<file path="config.mk">
export PLATFORM = sky130hd
export DESIGN_NAME = xor_checked_frame_receiver
export DESIGN_NICKNAME = d
export VERILOG_FILES = /design/src/hdl/xcfr_pkg.sv /design/src/hdl/xor_checked_frame_receiver.sv
export SDC_FILE = /design/constraint.sdc
export NUM_CORES = 1
export LEC_CHECK = 0
export BUFFER_PORTS_ARGS = -buffer_cell sky130_fd_sc_hd__buf_2
export CAP_MARGIN = 20
export CORE_MARGIN = 4
export CORE_UTILIZATION = 55
export DETAILED_ROUTE_END_ITERATION = 7
export PLACE_DENSITY = 0.86
export RECOVER_POWER = 100
export SYNTH_ARGS = -nofsm -noshare
export SYNTH_HDL_FRONTEND = slang
export SYNTH_SLANG_ARGS = --single-unit
</file>
<file path="constraint.sdc">
create_clock -name i_clk -period 4.1 [get_ports i_clk]
set_input_delay 0.82 -clock i_clk [delete_from_list [all_inputs] [get_ports i_clk]]
set_output_delay 0.82 -clock i_clk [all_outputs]
set_load 0.005 [all_outputs]
</file>
<file path="src/hdl/xcfr_pkg.sv">
// ---------------------------------------------------------------------------
// xcfr_pkg
// Shared types and constants for the XOR-checked frame receiver.
// ---------------------------------------------------------------------------
package xcfr_pkg;

    // Default depth of the frame byte store
    localparam int FRAME_DEPTH_DEFAULT = 32;

    // Hard cap on the length field
    localparam int LEN_CAP = 29;

    // Register reset values
    localparam logic [7:0] SYNC_RESET  = 8'hAA;
    localparam logic [7:0] END_RESET   = 8'hBB;
    localparam logic [4:0] LIMIT_RESET = 5'd24;

    // Register map (word index)
    typedef enum logic [1:0] {
        REG_SYNC  = 2'd0,
        REG_END   = 2'd1,
        REG_LIMIT = 2'd2,
        REG_NONE  = 2'd3
    } t_reg_idx;

    // Frame status codes
    typedef enum logic [1:0] {
        ST_GOOD      = 2'd0,
        ST_CHECKSUM  = 2'd1,
        ST_BAD_END   = 2'd2,
        ST_TOO_SHORT = 2'd3
    } t_status;

    // One result request
    typedef struct packed {
        logic [7:0] frame_byte;
        logic [4:0] byte_index;
        t_status    status;
        logic       is_last;
    } t_result;

endpackage

</file>
<file path="src/hdl/xor_checked_frame_receiver.sv">
// ---------------------------------------------------------------------------
// xor_checked_frame_receiver
// Hunts for a sync byte, collects a length-prefixed frame into a byte store,
// checks the XOR checksum and end byte, then replays command and payload.
// ---------------------------------------------------------------------------
// Input: one byte per cycle while hunting and receiving and the queue has room.
// A good frame of N command/payload bytes replays from the store one byte
// per cycle while the queue has room; the first result passes the replay
// start, registered store read and queue; input is held until the last
// store read has returned. A bad frame gives one status result the cycle
// after the end byte. The result side is a two-entry queue, so input keeps
// flowing while it waits until full. Reset clears the hunt, replay and queue
// control and loads the register defaults; the byte store is not cleared.
module xor_checked_frame_receiver #(
    parameter int FRAME_DEPTH = xcfr_pkg::FRAME_DEPTH_DEFAULT
) (
    input  logic        i_clk,
    input  logic        i_rst_n,
    // input byte channel
    input  logic        i_in_valid,
    output logic        o_in_stall,
    input  logic [7:0]  i_rx_byte,
    input  logic        i_packet_start,
    // result channel
    output logic        o_out_valid,
    input  logic        i_out_stall,
    output logic [7:0]  o_frame_byte,
    output logic [4:0]  o_byte_index,
    output logic [1:0]  o_status,
    output logic        o_is_last,
    // configuration port
    input  logic        psel,
    input  logic        penable,
    input  logic        pwrite,
    input  logic [3:0]  paddr,
    input  logic [31:0] pwdata,
    output logic [31:0] prdata,
    output logic        pready
);

    localparam int AW     = $clog2(FRAME_DEPTH);
    localparam int CapInt = (FRAME_DEPTH - 3 < xcfr_pkg::LEN_CAP) ?
                            (FRAME_DEPTH - 3) : xcfr_pkg::LEN_CAP;
    localparam logic [4:0] LenCap = 5'(CapInt);

    // Configuration registers
    logic [7:0] r_sync_byte;
    logic [7:0] r_end_byte;
    logic [4:0] r_length_limit;

    // Hunt and frame state
    logic [4:0] r_hp, n_hp;
    logic [4:0] r_br, n_br;
    logic [7:0] r_xor, n_xor;

    // Replay sequencer
    logic       r_rp_active, n_rp_active;
    logic [4:0] r_rp_idx, n_rp_idx;
    logic [4:0] r_rp_cnt, n_rp_cnt;

    // Store read in flight
    logic       r_rd_pend;
    logic [4:0] r_rd_idx;
    logic       r_rd_last;
    logic [7:0] r_rd_data;

    // Byte store
    logic [7:0] r_mem [FRAME_DEPTH];

    // Result queue
    xcfr_pkg::t_result r_q [2];
    logic              r_q_head;
    logic [1:0]        r_q_count, n_q_count;

    // Handshakes
    logic              in_acc;
    logic              out_pop;
    logic              wr_en;
    logic [AW-1:0]     wr_addr;
    logic              rd_en;
    logic              push;
    xcfr_pkg::t_result push_item;
    logic              err_push;
    xcfr_pkg::t_result err_item;
    logic              q_tail;
    logic              cfg_wr;
    xcfr_pkg::t_reg_idx cfg_idx;

    // Frame datapath temporaries
    logic [4:0] hp_e, br_e;
    logic [7:0] xor_e;
    logic [4:0] lim;
    logic [4:0] body_pos;
    logic [4:0] frame_cnt;
    xcfr_pkg::t_status fin_status;
    logic [7:0] xor_upd;

    assign pready   = 1'b1;
    assign cfg_wr   = psel & penable & pwrite;
    assign cfg_idx  = xcfr_pkg::t_reg_idx'(paddr[3:2]);

    // Hold input during replay, while a read is in flight, or on a full queue
    assign o_in_stall = r_rp_active | r_rd_pend | (r_q_count == 2'd2);
    assign in_acc     = i_in_valid & ~o_in_stall;

    assign o_out_valid  = (r_q_count != 2'd0);
    assign out_pop      = o_out_valid & ~i_out_stall;
    assign o_frame_byte = r_q[r_q_head].frame_byte;
    assign o_byte_index = r_q[r_q_head].byte_index;
    assign o_status     = r_q[r_q_head].status;
    assign o_is_last    = r_q[r_q_head].is_last;

    // Register read mux
    always_comb begin
        unique case (cfg_idx)
            xcfr_pkg::REG_SYNC:  prdata = {24'd0, r_sync_byte};
            xcfr_pkg::REG_END:   prdata = {24'd0, r_end_byte};
            xcfr_pkg::REG_LIMIT: prdata = {27'd0, r_length_limit};
            default:             prdata = 32'd0;
        endcase
    end

    // Register writes
    always_ff @(posedge i_clk) begin
        if (!i_rst_n) begin
            r_sync_byte    <= xcfr_pkg::SYNC_RESET;
            r_end_byte     <= xcfr_pkg::END_RESET;
            r_length_limit <= xcfr_pkg::LIMIT_RESET;
        end else if (cfg_wr) begin
            unique case (cfg_idx)
                xcfr_pkg::REG_SYNC:  r_sync_byte    <= pwdata[7:0];
                xcfr_pkg::REG_END:   r_end_byte     <= pwdata[7:0];
                xcfr_pkg::REG_LIMIT: r_length_limit <= pwdata[4:0];
                default: ;
            endcase
        end
    end

    // Frame parser: restart on packet start, then advance one byte
    always_comb begin
        hp_e   = i_packet_start ? 5'd0 : r_hp;
        br_e   = i_packet_start ? 5'd0 : r_br;
        xor_e  = i_packet_start ? 8'd0 : r_xor;
        lim    = (r_length_limit > LenCap) ? LenCap : r_length_limit;
        body_pos  = hp_e - 5'd2;
        xor_upd   = xor_e ^ i_rx_byte;
        frame_cnt = (hp_e >= 5'd4) ? (hp_e - 5'd3) : 5'd0;

        // too short first, then checksum, then end byte
        if (frame_cnt == 5'd0) begin
            fin_status = xcfr_pkg::ST_TOO_SHORT;
        end else if (r_xor != 8'd0) begin
            fin_status = xcfr_pkg::ST_CHECKSUM;
        end else if (i_rx_byte != r_end_byte) begin
            fin_status = xcfr_pkg::ST_BAD_END;
        end else begin
            fin_status = xcfr_pkg::ST_GOOD;
        end
        if (i_packet_start) begin
            fin_status = xcfr_pkg::ST_TOO_SHORT;
        end

        n_hp        = r_hp;
        n_br        = r_br;
        n_xor       = r_xor;
        n_rp_active = r_rp_active;
        n_rp_idx    = r_rp_idx;
        n_rp_cnt    = r_rp_cnt;
        wr_en       = 1'b0;
        wr_addr     = AW'(body_pos);
        err_push    = 1'b0;
        err_item    = '{frame_byte: 8'd0, byte_index: 5'd0,
                        status: fin_status, is_last: 1'b1};
        rd_en       = 1'b0;

        if (in_acc) begin
            n_hp  = hp_e;
            n_br  = br_e;
            n_xor = xor_e;
            if (hp_e == 5'd0) begin
                if (i_rx_byte == r_sync_byte) begin
                    n_hp  = 5'd1;
                    n_xor = 8'd0;
                end
            end else if (hp_e == 5'd1) begin
                // clamp an oversize length to a checksum and end byte tail
                n_br  = (i_rx_byte > {3'd0, lim}) ? 5'd2 : (i_rx_byte[4:0] + 5'd1);
                n_xor = i_rx_byte;
                n_hp  = 5'd2;
            end else if (br_e > 5'd2) begin
                wr_en = 1'b1;
                n_xor = xor_upd;
                n_hp  = hp_e + 5'd1;
                n_br  = br_e - 5'd1;
            end else if (br_e == 5'd2) begin
                n_xor = xor_upd;
                n_hp  = hp_e + 5'd1;
                n_br  = br_e - 5'd1;
            end else if (br_e == 5'd1) begin
                // frame complete: report or start replay
                if (fin_status == xcfr_pkg::ST_GOOD) begin
                    n_rp_active = 1'b1;
                    n_rp_idx    = 5'd0;
                    n_rp_cnt    = frame_cnt;
                end else begin
                    err_push = 1'b1;
                end
                n_hp  = 5'd0;
                n_br  = 5'd0;
                n_xor = 8'd0;
            end else begin
                n_hp  = 5'd0;
                n_br  = 5'd0;
                n_xor = 8'd0;
            end
        end

        // Queue occupancy after this cycle
        push      = err_push | r_rd_pend;
        n_q_count = r_q_count + {1'b0, push} - {1'b0, out_pop};

        // Issue a store read only when the queue can take it next cycle
        if (r_rp_active && (n_q_count <= 2'd1)) begin
            rd_en    = 1'b1;
            n_rp_idx = r_rp_idx + 5'd1;
            if (r_rp_idx + 5'd1 == r_rp_cnt) begin
                n_rp_active = 1'b0;
            end
        end
    end

    assign q_tail = r_q_head ^ r_q_count[0];

    always_comb begin
        if (r_rd_pend) begin
            push_item = '{frame_byte: r_rd_data, byte_index: r_rd_idx,
                          status: xcfr_pkg::ST_GOOD, is_last: r_rd_last};
        end else begin
            push_item = err_item;
        end
    end

    // Control registers
    always_ff @(posedge i_clk) begin
        if (!i_rst_n) begin
            r_hp        <= 5'd0;
            r_br        <= 5'd0;
            r_xor       <= 8'd0;
            r_rp_active <= 1'b0;
            r_rp_idx    <= 5'd0;
            r_rp_cnt    <= 5'd0;
            r_rd_pend   <= 1'b0;
            r_q_head    <= 1'b0;
            r_q_count   <= 2'd0;
        end else begin
            r_hp        <= n_hp;
            r_br        <= n_br;
            r_xor       <= n_xor;
            r_rp_active <= n_rp_active;
            r_rp_idx    <= n_rp_idx;
            r_rp_cnt    <= n_rp_cnt;
            r_rd_pend   <= rd_en;
            r_q_count   <= n_q_count;
            if (out_pop) begin
                r_q_head <= ~r_q_head;
            end
        end
    end

    // Read tag travels with the store read
    always_ff @(posedge i_clk) begin
        if (rd_en) begin
            r_rd_idx  <= r_rp_idx;
            r_rd_last <= (r_rp_idx + 5'd1 == r_rp_cnt);
        end
    end

    // Byte store: one write port, one registered read port
    always_ff @(posedge i_clk) begin
        if (wr_en) begin
            r_mem[wr_addr] <= i_rx_byte;
        end
        if (rd_en) begin
            r_rd_data <= r_mem[AW'(r_rp_idx)];
        end
    end

    // Queue payload
    always_ff @(posedge i_clk) begin
        if (push) begin
            r_q[q_tail] <= push_item;
        end
    end

endmodule

</file>
==> results of run 1 <==
## state kept, by name, indices dropped and copies added, names as in the netlist, named ones only
register	cells
r_br	5
r_end_byte	8
r_hp	5
r_length_limit	5
r_mem	256
r_q	32
r_q_count	2
r_q_head	1
r_rd_data	8
r_rd_idx	5
r_rd_last	1
r_rd_pend	1
r_rp_active	1
r_rp_cnt	5
r_rp_idx	5
r_sync_byte	8
r_xor	8
## kinds of logic after synthesis
kind of cell / share of synthesized area [%]
AOI/OAI and AO/OA: 4.07
buffers and inverters: 3.41
other: 0.0489
adders and majority gates: 1.22
and+or+nand+nor: 7.50
xor gates and xnor gates: 2.05
DFF: 66.2
muxes: 15.5
## metrics by stage
step | worst slack [ps] | area, um^2 | power [mW] | utilization (%)
6_report | 318 | 17200 | 7.51 | 63.3
3_3_place_gp | 225 | 16200 | 4.41 | 59.7
2_1_floorplan | 23.9 | 15500 | 4.29 | -
4_1_cts | 657 | 17400 | 7.55 | 63.9
3_5_place_dp | 193 | 16200 | 4.42 | 59.7
5_1_grt | 195 | 17200 | 7.75 | 63.3
## worst reg2reg max path, stage by stage (launching register included)
cell	delay, ps
dfxtp_1	580
nor2b_1	300
inv_1	100
ha_1	270
o21ai_0	130
buf_4	210
nor4b_2	410
nand3_1	470
nor2_1	420
clkbuf_1	370
## area by class of cell
type,instances,area (um^2)
clock inverter,15,153
timing repair buffer,112,584
inverter,18,71.3
sequential,357,10200
fill,1851,9990
tap,372,465
multi-input combinational,539,4770
clock buffer,48,977
## layer usage
layer,global-route usage (%),up-vias,share of wire (%),wire [um]
met3,4.61,106,9.4,3220
met1,29.7,4479,37,12600
met5,0,-,0.038,13
met2,37.8,535,50,17100
met4,6.87,2,3.7,1260
li1,-,3886,-,-
## placed cells by master (no fill, tap or decap), drive strengths merged, types with 16 or more instances in the layout
cell / n
a21oi: 19
and2: 16
buf: 50
clkbuf: 110
conb: 33
dfxtp: 55
edfxtp: 302
inv: 17
mux2: 24
mux2i: 25
mux4: 80
nand2: 62
nand3: 38
nor2: 62
o21ai: 18
xor2: 23
## path summary, 6_finish.rpt
| check | slack (ps) | to | start | cells past startpoint |
|---|---|---|---|---|
| min reg2reg | 440 | r_rd_idx[3] | r_rp_idx[3] | 0 |
| max reg2reg | 500 | r_mem[10][3] | r_hp[1] | 9 |
| max | 320 | r_xor[5] | i_rx_byte[0] | 7 |
| min | 440 | r_rd_idx[3] | r_rp_idx[3] | 0 |
## power by group through the flow
stage                     Clock (mW)  Sequential (mW)  Combinational, mW
after floorplan                    0             4.04              0.246
after global placement             0             4.07              0.346
after detailed placement           0             4.07              0.354
after CTS                       3.20             3.99              0.359
after global routing            3.36             4.00              0.388
final                           3.17             3.99              0.351
==> metrics.md, run 1 <==
| Metric | Value |
|---|---|
| Reg clk slew, reported paths | 60 ps |
| Avg Synthesized Cell Area | 15.9 um^2 |
| Tightest Pin Transition | 1950 ps |
| Post-CTS setup buffers | 0 |
| Total grt overflow | 0 |
| Async SR Flop Fraction | 0% |
| Die area | approximately 31000 um^2 |
| Failing checks | capacitance limit, slew limit |
| Cell with the most instances after synthesis | edfxtp_1 |
| Buf+Inv Stages, Crit Path | 2 |
| First-pass GRT wire length | between 50000 and 60000 um |
| CP cell instances | clkbuf_1 > clkbuf_1 > xor2_1 > nor4_1 > nand2_1 > a21oi_1 > a311oi_1 |
| P_int | 5.96 mW |
| Post-synth top area share | between 50% and 60% |
| Sequential share of power | around 53% |
| Worst-path fanout max | 39 |
| CTS tree | done |
| DRT iter0 DRCs | 1144 |
| Routability cong. | 0.876 |
| Synthesized flop and latch total | 357 |
| WP data arrival | 4110 ps |
| Total core area | 27200 um^2 |
| Post-CTS Hold Buffers | 0 |
| Max-slew violation count | roughly 120 |
| Leak | 5.56 nW |
| Drt drc | 0 |
| Final setup fails | 0 |
| Clock skew | 16.0 ps |
| Rows | 60 |
| # IOs | 103 |
| Die width | between 150 and 200 um |
| Worst vdd ir | ~0.26 mV |
| Crit-path most repeated cell | clkbuf_1 |
| Drt wl/cell | between 20 and 25 um |
| Initial core utilization | roughly 57% |
| Area leader, netlist | edfxtp_1 |
| Sequential-to-total area share from yosys stat | between 60% and 70% |
| # resized after CTS | 0 |
| Post-route ant nets | 0 |
| Fmax | 264 MHz |
| CTS H-tree depth | 2 |
| Antenna violations before repair | 1 |
| Clk pwr share | approximately 42% |
| Layout area overhead | 11.9% |
| HP Class | flip-flop to flip-flop |
| Largest delay share family, worst path | buffers and inverters |
| Switch share | around a fifth |
| Final #Nets | approximately 1100 |
| Max Cap Viol | 3 |
| Worst setup EP type | flip-flop |
| Final hold violation count | 0 |
| Vias per cell | approximately 6.2 |
| Diode count | 0 |
| Worst skew pair latency | 510 ps |
| Gate power share | roughly 4.7% |
| Cell area power density | 437 nW/um^2 |
| Worst slew margin | -30.2% |
| IO Port Bufs | 51 |
| WHS | 445 ps |
| Final Critical Period | 3780 ps |
| CP startpoint kind | input pin |
| Final worst path period share | ~92% |
| Post-Syn Area | 15400 um^2 |
| Final HPWL DP | 20400 um |
| Vias in the first global route | 8850 |
| Slowest cell on the critical path | clkbuf_1 |
| Largest net degree at the start of global routing | a little under 70 |
| Critical path data required time | 4430 ps |
| Post-Route WL | 34100 um |
| Overall Global Routing Usage | about 22% |
| Post-synthesis cell type count | 66 |
| YS warnings | 0 |
| Fin cells | between 1000 and 1500 |
| Switching pwr | 1.55 mW |
| DRT Pass-1 Iters | 5 |
| Via count | 9008 |
| Num Clock Sinks | 357 |
| Clk buf depth | 3 |
| EDFF count, synth | approximately 300 |
| Main flop type after synthesis | edfxtp_1 |
| Status | complete, but fails checks |
| Setup TNS | 0 ps |
| Top cells by area, synth | edfxtp_1 (59%), mux4_2 (9.7%), dfxtp_1 (7.2%) |
| Placed Cells | between 1000 and 1500 |
| Die height | 175 um |
| Slowest cell delay on critical path | 1410 ps |
| Critical path type | input pin to flip-flop |
| Total CTS buffers | 36 |
| Root buf cell | clkbuf_16 |
| Share of cells above drive strength 1 | around 18% |
| Unrepaired setup endpoints after global routing | no |
| Cells after Synth | ~960 |
| Top cells by count, synth | edfxtp_1 (302), mux4_2 (66), nand2_1 (62), nor2_1 (62), dfxtp_1 (55) |
No activity file was read; power rests on OpenSTA's default activity.
==> run 2, diff against run 1 <==
--- a/config.mk
+++ b/config.mk
@@ -7,10 +7,13 @@
 export LEC_CHECK = 0
 export BUFFER_PORTS_ARGS = -buffer_cell sky130_fd_sc_hd__buf_2
 export CAP_MARGIN = 20
+export CELL_PAD_IN_SITES_DETAIL_PLACEMENT = 1
+export CELL_PAD_IN_SITES_GLOBAL_PLACEMENT = 2
 export CORE_MARGIN = 4
-export CORE_UTILIZATION = 55
+export CORE_UTILIZATION = 40
 export DETAILED_ROUTE_END_ITERATION = 7
-export PLACE_DENSITY = 0.86
+export GPL_TIMING_DRIVEN = 0
+export PLACE_DENSITY = 0.85
 export RECOVER_POWER = 100
 export SYNTH_ARGS = -nofsm -noshare
 export SYNTH_HDL_FRONTEND = slang
==> metrics.md, run 2 (synthesis results as in run 1) <==
| Metric | Value |
|---|---|
| Final hold violation count | 0 (unchanged) |
| Drt wl/cell | 23.1 um (-1.1%) |
| Fin cells | 1628 (+11%) |
| Clock skew | 19.7 ps (+3.74 ps) |
| Fin area | 17800 um^2 (+3.3%) |
| Grt met3 use | 3.08% (-1.5 points) |
| DRT iter0 DRCs | 626 (-45%) |
| Grt peak-use layer | met2 |
| Final Critical Period | 3910 ps (+124 ps) |
| Leak | 5.77 nW (+3.8%) |
| Tot Pwr | 7.73 mW (+2.9%) |
| CTS tree | done |
| Drt drc | 0 (unchanged) |
| Max Cap Viol | 1 (-2) |
| M2 GR Usage | 31.3% (-6.4 points) |
| Total grt overflow | 0 (unchanged) |
| Worst setup EP type | flip-flop |
| Worst-path fanout max | 34 (-13%) |
| CTS H-tree depth | 2 (unchanged) |
| Antenna violations before repair | 0 (-1) |
| HP Class | flip-flop to flip-flop |
| Worst skew pair latency | 530 ps (+20 ps) |
| Routability cong. | 0.801 (-8.6%) |
| Vias in the first global route | 9418 (+6.4%) |
| Final #Nets | 1156 (+2.2%) |
| Placed Area | 16400 um^2 (+0.96%) |
| Status | complete, but fails checks |
| Post-Route WL | 37600 um (+10%) |
| Critical path data required time | 4320 ps (-110 ps) |
| Largest register FFs | 256 (unchanged) |
| CP startpoint kind | input pin |
| Grt met1 use | 24.1% (-5.6 points) |
| Total CTS buffers | 39 (+8.3%) |
| Share of cells above drive strength 1 | 24.2% (+6.1 points) |
| Die height | 204 um (+16%) |
| Critical path type | input pin to flip-flop |
| Root buf cell | clkbuf_16 |
| Most frequent cells in the layout | edfxtp_1 (302), mux4_2 (66), nand2_1 (58) |
| Total core area | 37800 um^2 (+39%) |
| Initial core utilization | 40.7% (-16 points) |
| Layout area overhead | 15.6% |
| Fmax | 256 MHz (-3.2%) |
| # IOs | 103 (unchanged) |
| Rows | 71 (+18%) |
| Final HPWL DP | 25100 um (+23%) |
| Biggest regs | r_mem: 256 flops, r_q: 32 flops |
| Reg clk slew, reported paths | 60 ps (about the same) |
| Worst slew margin | -5.94% (+24 points) |
| Largest register by flop count | r_mem |
| Final setup fails | 0 (unchanged) |
| Max-slew violation count | 9 (-92%) |
| Die width | 204 um (+16%) |
| Clk buf depth | 3 (unchanged) |
| DRT Pass-1 Iters | 5 (unchanged) |
| Die area | 41600 um^2 (+36%) |
| Tightest Pin Transition | 1580 ps (-376 ps) |
| Unrepaired setup endpoints after global routing | no |
| First-pass GRT wire length | 57900 um (+9.4%) |
| Diode count | 0 (unchanged) |
| Overall Global Routing Usage | 18.1% (-4.3 points) |
| Placed Cells | 1556 (+11%) |
| IO Port Bufs | 50 (-2.0%) |
| Largest net degree at the start of global routing | 41 (-41%) |
| Post-route ant nets | 0 (unchanged) |
| Worst vdd ir | 0.244 mV (-4.2%) |
| Final worst path period share | 95.3% (+3.0 points) |
| Post-CTS Hold Buffers | 0 (unchanged) |
| Via count | 8712 (-3.3%) |
| Failing checks | capacitance limit, slew limit |
| Num Clock Sinks | 357 (unchanged) |
| WP data arrival | 4130 ps (+20 ps) |
| Vias per cell | 5.35 (-13%) |
| Most common cell after layout, fill and taps aside | edfxtp_1 |
| Cell area power density | 435 nW/um^2 (-0.38%) |
## run 2: cell count changes in the layout (fill, tap and decap cells not counted), sizes merged
cell | before | now
inv | 17 | 19
buf | 50 | 81
bufinv | 3 | 2
clkbuf | 110 | 106
## run 2: report_power, final
| group | switching [mW] | leakage (nW) | internal (mW) |
|---|---|---|---|
| clock network | 1.39 | 0.589 | 1.96 |
| logic | 0.246 | 1.97 | 0.158 |
| registers | 0.0214 | 3.22 | 3.95 |
## run 2: metal layers
metal,share of wire [%],wire length [um]
met1,43,16000
met2,51,19100
met3,4.5,1680
met4,2.2,841
met5,0,0
## run 2: critical path: stages
cell        delay [ps]
buf_4              350
clkbuf_1           340
xor2_1             110
nor4_1             690
o2111ai_1          240
a41oi_2            240
ha_1               260
inv_1               50
ha_1               140
xnor2_1            130
xnor2_1            180
nand2_2            190
clkinvlp_4         140
buf_4              230
## run 2: metrics by stage
stage | hold slack, ps | TNS [ps] | worst slack (ps) | util [%]
after floorplan | 429 | 0 | 23.9 | -
after global placement | 444 | -160650 | -973 | 43.4
after CTS | 476 | -6080 | -120 | 46.8
after global routing | 507 | 0 | 1.55 | 47.0
final | 476 | 0 | 194 | 47.0
after detailed placement | 469 | -169260 | -1040 | 43.4
## run 2: final timing paths
path                   to  cells past startpoint  slack [ps]    startpoint
max          r_rd_data[1]                     14         190  i_rx_byte[4]
max reg2reg  r_rd_data[1]                     15         400       r_hp[1]
min reg2reg   r_rp_cnt[0]                      2         480   r_rp_cnt[0]
min           r_rp_cnt[0]                      2         480   r_rp_cnt[0]
## run 2: timing repair
item | CTS | global route
gates resized for setup | 30 | 29
pin swaps | 0 | 1
endpoints found under the setup margin | 254 | 269
cloned | 0 | 0
setup buffers | 2 | 1
## run 2: layout make-up
type	instances	area (um^2)
clock inverters	16	139
inverters	18	71.3
repair buffers	55	292
well taps	511	639
fillers	3706	20000
plain buffers	79	457
clock buffers	53	1070
multi-input cells	539	4910
flip-flops and latches	357	10200
==> run 3, diff against run 2 <==
==> constraint.sdc (replaced) <==
create_clock -name i_clk -period 4.1 [get_ports i_clk]
set_input_delay 0 -clock i_clk [delete_from_list [all_inputs] [get_ports i_clk]]
set_output_delay 0 -clock i_clk [all_outputs]
set_load 0.005 [all_outputs]
==> metrics.md, run 3 (synthesis results as in run 1) <==
| Metric | Value |
|---|---|
| Status | finished clean |
| Num Clock Sinks | 357 (unchanged) |
| Pre-CTS setup slack | -581 ps (+464 ps) |
| HP Class | input pin to flip-flop |
| First-pass GRT wire length | 57800 um (-0.18%) |
| Drt wl/cell | 22.9 um (-1.1%) |
| Initial core utilization | 40.7% (unchanged) |
| Biggest regs | r_mem: 256 flops, r_q: 32 flops |
| Final Critical Period | 3780 ps (-130 ps) |
| Critical path type | input pin to flip-flop |
| Final #Nets | 1170 (+1.2%) |
| Final HPWL DP | 25400 um (+1.0%) |
| Final hold violation count | 0 (unchanged) |
| Critical path data required time | 4320 ps (about the same) |
| Switch share | 21.0% (-0.45 points) |
| DRT iter0 DRCs | 741 (+18%) |
| Gate power share | 5.2% (about the same) |
| Routability cong. | 0.820 (+2.5%) |
| Worst reg2reg path depth | 14 (-1) |
| WHS Path Cells | 1 (-1) |
| Slowest cell delay on critical path | 760 ps (+70 ps) |
| Largest register by flop count | r_mem |
| Tightest Pin Transition | 1030 ps (-549 ps) |
| Final core area utilization | 47.1% (+0.079 points) |
| Post-Route WL | 37600 um (-0.19%) |
| Antenna violations before repair | 2 (+2) |
| Most common cell after layout, fill and taps aside | edfxtp_1 |
| Total core area | 37800 um^2 (unchanged) |
| Vias in the first global route | 9352 (-0.70%) |
| Die area | 41600 um^2 (unchanged) |
| Unrepaired setup endpoints after global routing | no |
| Die width | 204 um (unchanged) |
| Fmax | 265 MHz (+3.5%) |
| Total grt overflow | 0 (unchanged) |
| Fin cells | 1643 (+0.92%) |
| Fin area | 17800 um^2 (+0.17%) |
| Share of cells above drive strength 1 | 20.5% (-3.7 points) |
| Reg clk slew, reported paths | 60 ps (about the same) |
| Cell area power density | 438 nW/um^2 (+0.73%) |
| CP cell instances | buf_2 > clkbuf_1 > xor2_1 > nor4_1 > o2111ai_1 > a41oi_2 > ha_1 > inv_1 > ha_1 > xnor2_1 > xnor2_1 > nand2_1 > clkinvlp_4 > clkbuf_4 |
| Worst setup margin | 325 ps (+130 ps) |
| CTS H-tree depth | 2 (unchanged) |
| Diode count | 0 (unchanged) |
| Max Cap Viol | 0 (-1) |
| WP data arrival | 3990 ps (-140 ps) |
| Layout area overhead | 15.8% |
| Leak | 5.83 nW (+0.93%) |
| Rows | 71 (unchanged) |
| Setup TNS | 0 ps (unchanged) |
| Worst vdd ir | 0.245 mV (about the same) |
| Clk buf depth | 3 (unchanged) |
| Worst setup EP type | flip-flop |
| P_int | 6.16 mW (+1.5%) |
| Placed Area | 16400 um^2 (about the same) |
| Switching pwr | 1.64 mW (-1.2%) |
| # IOs | 103 (unchanged) |
| Largest net degree at the start of global routing | 41 (unchanged) |
| Post-route ant nets | 0 (unchanged) |
| CTS tree | done |
| Most frequent cells in the layout | edfxtp_1 (302), mux4_2 (66), nand2_1 (62), nor2_1 (62), clkbuf_1 (61) |
| Placed Cells | 1557 (+0.064%) |
| DRT Pass-1 Iters | 5 (unchanged) |
| Slowest cell on the critical path | nor4_1 |
| Root buf cell | clkbuf_16 |
| CP startpoint kind | input pin |
| Drt drc | 0 (unchanged) |
| Overall Global Routing Usage | 18.1% (-0.021 points) |
| Worst-path fanout max | 34 (unchanged) |
| Worst skew pair latency | 520 ps (about the same) |
| IO Port Bufs | 50 (unchanged) |
| Max-slew violation count | 0 (-9) |
| Final worst path period share | 92.1% (-3.2 points) |
| Final setup fails | 0 (unchanged) |
| Clk pwr share | 43.8% (+0.5 points) |
| Total CTS buffers | 38 (-2.6%) |
| Clock skew | 18.9 ps (-0.871 ps) |
| Via count | 8875 (+1.9%) |
| Vias per cell | 5.40 (+0.94%) |
| Die height | 204 um (unchanged) |
| Largest register FFs | 256 (unchanged) |
| Sequential share of power | 51.0% (-0.4 points) |
| Worst slew margin | 31.2% (+37 points) |
==> run 3: layer usage <==
| layer | track usage [%] | vias to the layer above | routed length (um) |
|---|---|---|---|
| li1 | - | 3968 | - |
| met1 | 24.3 | 4583 | 15700 |
| met2 | 31.3 | 259 | 19200 |
| met3 | 2.70 | 65 | 1790 |
| met4 | 4.59 | 0 | 862 |
| met5 | 0 | - | 0 |
==> run 3: power groups by stage <==
stage | combinational [mW] | clock, mW | sequential, mW
floorplan | 0.245 | 0 | 4.04
global placement | 0.394 | 0 | 4.05
detailed placement | 0.405 | 0 | 4.05
CTS | 0.418 | 3.48 | 3.97
global route | 0.450 | 3.65 | 3.97
finish | 0.408 | 3.42 | 3.97
==> run 3: path summary, 6_finish.rpt <==
check	from	end	slack [ps]
worst max-delay path	i_rx_byte[4]	r_rd_data[3]	320
worst min-delay path	i_rx_byte[5]	r_mem[22][5]	50
worst max register to register	r_hp[1]	r_rd_data[3]	350
worst min register to register	r_rp_idx[2]	r_rd_idx[2]	480
==> run 3: per-stage QoR <==
stage	hold WS, ps	total power, mW
2_1_floorplan	98.9	4.29
3_3_place_gp	237	4.44
3_5_place_dp	243	4.45
4_1_cts	39.3	7.87
5_1_grt	57.5	8.07
6_report	45.9	7.80
==> run 3: layout make-up <==
class / count / area (um^2)
Inverter: 18 / 71.3
Timing Repair Buffer: 72 / 422
Clock inverter: 15 / 134
Multi-Input combinational cell: 539 / 4780
Buffer: 77 / 443
Sequential cell: 357 / 10200
Clock buffer: 54 / 1120
Fill cell: 3712 / 20000
Tap cell: 511 / 639
==> run 3: critical path, delay by kind of cell <==
kind,cells,cell delay (ps)
buf+inv,5,1480
xor+xnor,3,430
fa+ha+maj,2,420
compound gates,2,580
simple gates,2,1030
==> run 3: what timing repair did <==
item                                    4_1_cts  5_1_grt
pin swaps                                     0        0
buffers inserted                              3        0
hold buffers                                 16        0
endpoints found under the hold margin        33        0
endpoints found under the setup margin      167       20
gates resized for setup                       2        4
